<file path="src/hdl/lzwsc_pkg.sv">
`timescale 1ns / 1ps

package lzwsc_pkg;

    // Dictionary and lookup sizing.
    localparam int DICT_ENTRIES   = 16384;
    localparam int LOOKUP_BUCKETS = 32768;
    localparam int LIT_COUNT      = 256;

    localparam int BYTE_W  = 8;
    localparam int CODE_W  = $clog2(DICT_ENTRIES);
    localparam int CNT_W   = CODE_W + 1;
    localparam int KEY_W   = CODE_W + BYTE_W;
    localparam int BKT_W   = $clog2(LOOKUP_BUCKETS);
    localparam int WIDTH_W = 4;
    localparam int EPOCH_W = 8;

    localparam logic [WIDTH_W-1:0] START_WIDTH = WIDTH_W'(9);
    localparam logic [WIDTH_W-1:0] MAX_WIDTH   = WIDTH_W'(15);
    localparam logic [EPOCH_W-1:0] EPOCH_FIRST = EPOCH_W'(1);
    localparam logic [EPOCH_W-1:0] EPOCH_MAX   = {EPOCH_W{1'b1}};

    // Input transaction payload.
    typedef struct packed {
        logic [7:0] data_byte;
        logic       end_of_stream;
    } t_in;

    // Output transaction payload.
    typedef struct packed {
        logic [13:0] code_value;
        logic [3:0]  code_bits;
        logic        is_escape;
        logic        last_code;
    } t_out;

    // Code handed from the dictionary engine to the code sequencer.
    typedef struct packed {
        logic [CODE_W-1:0] code;
        logic              last;
    } t_emit_req;

    // One lookup bucket; an epoch other than the current one means empty.
    typedef struct packed {
        logic [EPOCH_W-1:0] epoch;
        logic [KEY_W-1:0]   key;
        logic [CODE_W-1:0]  code;
    } t_bucket;

    localparam int BUCKET_W = $bits(t_bucket);

    typedef enum logic [1:0] {
        S_IDLE,
        S_PROBE,
        S_EMIT,
        S_CLEAR
    } t_core_state;

    // Home bucket of a (prefix, byte) key: the key folded onto the index width.
    function automatic logic [BKT_W-1:0] bucket_of(input logic [KEY_W-1:0] key);
        logic [KEY_W-1:0] upper;
        upper = key >> BKT_W;
        return key[BKT_W-1:0] ^ upper[BKT_W-1:0];
    endfunction

endpackage

</file>
<file path="src/hdl/lzwsc_emit.sv">
`timescale 1ns / 1ps

module lzwsc_emit (
    input  logic                  i_clk,
    input  logic                  i_rst_n,
    input  logic                  i_req_valid,
    input  lzwsc_pkg::t_emit_req  i_req,
    output logic                  o_req_ready,
    output logic                  o_out_valid,
    input  logic                  i_out_stall,
    output lzwsc_pkg::t_out       o_out
);
    import lzwsc_pkg::*;

    logic                r_req_v, n_req_v;
    t_emit_req           r_req, n_req;
    logic [WIDTH_W-1:0]  r_width, n_width;
    logic [CNT_W-1:0]    r_limit, n_limit;
    logic                r_out_v, n_out_v;
    t_out                r_out, n_out;

    logic out_free;
    logic need_esc;
    logic fire;
    logic done;

    // An escape is due while the code does not fit below the current limit.
    assign out_free    = !r_out_v || !i_out_stall;
    assign need_esc    = (CNT_W'(r_req.code) >= r_limit) && (r_width < MAX_WIDTH);
    assign fire        = r_req_v && out_free;
    assign done        = fire && !need_esc;
    assign o_req_ready = !r_req_v || done;

    // Next values: one escape or the code itself per free output slot.
    always_comb begin
        n_req_v = r_req_v;
        n_req   = r_req;
        n_width = r_width;
        n_limit = r_limit;
        n_out_v = r_out_v;
        n_out   = r_out;
        if (fire) begin
            n_out_v = 1'b1;
            if (need_esc) begin
                n_out.code_value = r_limit[13:0];
                n_out.code_bits  = r_width;
                n_out.is_escape  = 1'b1;
                n_out.last_code  = 1'b0;
                n_width          = r_width + WIDTH_W'(1);
                n_limit          = r_limit << 1;
            end else begin
                n_out.code_value = 14'(r_req.code);
                n_out.code_bits  = r_width;
                n_out.is_escape  = 1'b0;
                n_out.last_code  = r_req.last;
                if (r_req.last) begin
                    n_width = START_WIDTH;
                    n_limit = CNT_W'(LIT_COUNT);
                end
            end
        end else if (out_free) begin
            n_out_v = 1'b0;
        end
        if (o_req_ready) begin
            n_req_v = i_req_valid;
            n_req   = i_req;
        end
    end

    always_ff @(posedge i_clk) begin
        if (!i_rst_n) begin
            r_req_v <= 1'b0;
            r_out_v <= 1'b0;
            r_width <= START_WIDTH;
            r_limit <= CNT_W'(LIT_COUNT);
        end else begin
            r_req_v <= n_req_v;
            r_out_v <= n_out_v;
            r_width <= n_width;
            r_limit <= n_limit;
        end
        r_req <= n_req;
        r_out <= n_out;
    end

    assign o_out_valid = r_out_v;
    assign o_out       = r_out;

endmodule

</file>
<file path="config.mk">
export PLATFORM = sky130hd
export DESIGN_NAME = lzwsc_emit
export DESIGN_NICKNAME = d
export VERILOG_FILES = /design/src/hdl/lzwsc_pkg.sv /design/src/hdl/lzwsc_emit.sv
export SDC_FILE = /design/constraint.sdc
export NUM_CORES = 1
export LEC_CHECK = 0
export CORE_ASPECT_RATIO = 0.75
export CORE_UTILIZATION = 51
export DETAILED_ROUTE_END_ITERATION = 10
export DONT_BUFFER_PORTS = 1
export GPL_TIMING_DRIVEN = 0
export PLACE_DENSITY = 0.68
export SETUP_SLACK_MARGIN = 0.4
export SLEW_MARGIN = 20
export SYNTH_ARGS = -nofsm -noshare
export SYNTH_HDL_FRONTEND = slang
export SYNTH_SLANG_ARGS = --single-unit
</file>
<file path="constraint.sdc">
create_clock -name i_clk -period 5.95 [get_ports i_clk]
set_input_delay 0.595 -clock i_clk [delete_from_list [all_inputs] [get_ports i_clk]]
set_output_delay 0.595 -clock i_clk [all_outputs]
set_load 0.01 [all_outputs]
</file>
==> metrics.yaml <==
outcome:
  status: "finished clean"
hold_path:
  min_from: "i_req[11]"
  min_path_type: "primary input to register"
sta:
  setup_tns_ns: 0
  slew_headroom: 0.427
  finClkSkew_ns: 0.00299
  finalHoldViolCount: 0
  holdWs_ns: 0.397
  fin_crit_ns: 3.88
  report.final.slew_viol_count: 0
  rsz0062_at_grt: "false"
  setup_viol: 0
  tightest_slew_ns: 0.850
  period_share: 0.652
  fmax_mhz: 258
final_layout:
  instances_no_fill: 203
  drive_above_1_share: 0.0993
  layout_commonest_cell: "edfxtp_1"
  diodes: 0
  most-common-layout-cells: "35 x edfxtp_1, 13 x dfxtp_1, 11 x and2_1"
  nets: 176
  syn_to_final_growth_pct: 8.19
  fillers: 315
route:
  wirelength_um: 3330
  topRoutingLayerUsed: "met4"
  wl_met2_um: 1430
  drt_first_pass_iters: 4
  vias: 1164
  routedWlPerCell_um: 16.4
  wl_met3_um: 247
  wl_met1_um: 1620
  drtIter0Drc: 100
  vias_per_cell: 5.73
  drc: 0
  drtAntennaViolNets: 0
cts:
  cts-root-buf: "clkbuf_8"
  path_clk_slew_ns: 0.07
  cts.sinks: 48
  cts_hold_buf: 0
  cts-root-to-sink-buffers: 2
  cts.htree.levels: 2
  cts_resized: 0
  post_cts_buffers: 0
  cts_tree: "done"
  clk_latency_ns: 0.29
  numCtsBuffers: 5
grt:
  grt_pass1_wl_um: 5070
  grt_overflow_total: 0
  grt_pass1_vias: 1049
  antenna_found_initial: 0
  grt_max_degree: 27
  grt.total_usage: 0.175
floorplan:
  die_h_um: 55.6
  io_pins: 41
  die_w_um: 73.5
  fp.dieArea_um2: 4090
  rows: 19
  core-area_um2: 3660
  start_util: 0.534
worst_setup_path:
  rr_startpoint: "r_req[11]$_DFFE_PP_"
  required_ns: 5.36
  cpPeakStageDelay_ns: 0.80
  worstPathMaxFanout: 16
  cp.arrival_ns: 3.28
  crit_path_top_delay_cell: "o41ai_2"
  critical_path.cell_chain: "ha_1 -> a21oi_1 -> a21oi_1 -> o41ai_2 -> or2_1 -> buf_2 -> inv_2 -> o21ai_2"
  worst_setup_path_start_kind: "register"
  cpMostUsedCell: "a21oi_1"
  critPathKind: "register to primary output"
  ff2ff_setup_slack_ns: 2.59
  crit_family: "compound AO/OA/AOI/OAI gates"
  end_kind: "primary output"
  cp_num_buf_inv: 2
  crit_start: "r_req[11]$_DFFE_PP_"
power:
  irDropWorstVdd_mv: 0.202
  p_int_mw: 0.503
  p_sw_mw: 0.158
  p_per_area_nw_per_um2: 312
  swShare: 0.239
  pwr-share-comb: 0.108
  pwr-share-clk: 0.263
  p_seq_frac: 0.629
  leakage_nw: 0.751
synth:
  synth_fp_nets: 169
  synth_area_um2: 1960
  avgSynthCellArea_um2: 13.7
  async_flop_share: 0
  synth-edff-count: 35
  ys_ff_latch: 48
  syn_inst: 143
  ys_types: 39
  seq_area_frac_synth: 0.671
  ys.flop_type: "edfxtp_1"
  ys_warn_count: 0
place:
  gp_congestion: 0.866
  io_buffer_count: 0
  dp_hpwl_um: 2490
  place_inst: 195
run:
  drv_cap: 0
-- cell usage after synthesis, types with 2 or more instances --
cell type / count / share of area
edfxtp_1: 35 / 0.54
dfxtp_1: 13 / 0.13
and2_1: 11 / 0.035
inv_1: 10 / 0.019
o21ai_0: 9 / 0.023
ha_1: 7 / 0.045
o21ai_1: 7 / 0.018
a21oi_1: 6 / 0.015
a22o_1: 6 / 0.027
nand3_1: 5 / 0.013
nand2_1: 3 / 0.0058
a31oi_1: 2 / 0.0064
and3_1: 2 / 0.0064
nand2b_1: 2 / 0.0064
-- power by group through the flow --
| stage | clock, mW | combinational, mW | sequential, mW |
|---|---|---|---|
| after detailed placement | 0 | 0.0710 | 0.423 |
| after floorplan | 0 | 0.0533 | 0.416 |
| after CTS | 0.178 | 0.0714 | 0.415 |
| after global routing | 0.189 | 0.0788 | 0.418 |
| final | 0.174 | 0.0712 | 0.415 |
| after global placement | 0 | 0.0666 | 0.422 |
-- state kept, by name, summed over array words and instances (netlist names) --
register,cells
o_out,20
r_req,15
r_limit,7
r_width,4
o_out_valid,1
r_req_v,1
-- final cells by class --
type,count,area (µm²),share of cell area
clock buffer,7,76.3,0.0361
multi-input combinational,81,598,0.283
inverter,11,41.3,0.0195
sequential,48,1310,0.620
buffer,3,20.0,0.00946
clock inverter,1,3.75,0.00177
tap,52,65.1,0.0308
-- through the flow --
stage	total power, mW	util	setup WS (ns)	area (µm²)
6_report	0.660	0.578	2.07	2120
4_1_cts	0.664	0.578	2.10	2120
3_3_place_gp	0.489	0.552	2.07	2020
5_1_grt	0.687	0.578	1.81	2120
3_5_place_dp	0.494	0.556	2.43	2040
2_1_floorplan	0.470	-	2.61	1960
-- routing by layer --
layer,global-route usage,vias up
met4,0.0714,0
met3,0.0562,4
li1,-,551
met2,0.236,55
met5,0,-
met1,0.260,554
-- worst paths after layout --
check | depth (start not counted) | to
setup / recovery | 8 | o_req_ready
setup reg to reg | 8 | r_req[13]$_DFFE_PP_
hold / removal | 0 | r_req[11]$_DFFE_PP_
hold reg to reg | 2 | r_limit[14]$_SDFFE_PN0P_
-- logic make-up after synthesis --
| family | share of synthesized area |
|---|---|
| DFF | 0.671 |
| AOI/OAI and AO/OA | 0.129 |
| and+or+nand+nor | 0.111 |
| buffers and inverters | 0.0313 |
| adders and majority gates | 0.0448 |
| muxes | 0.0128 |
(Power assumes the default switching activity.)
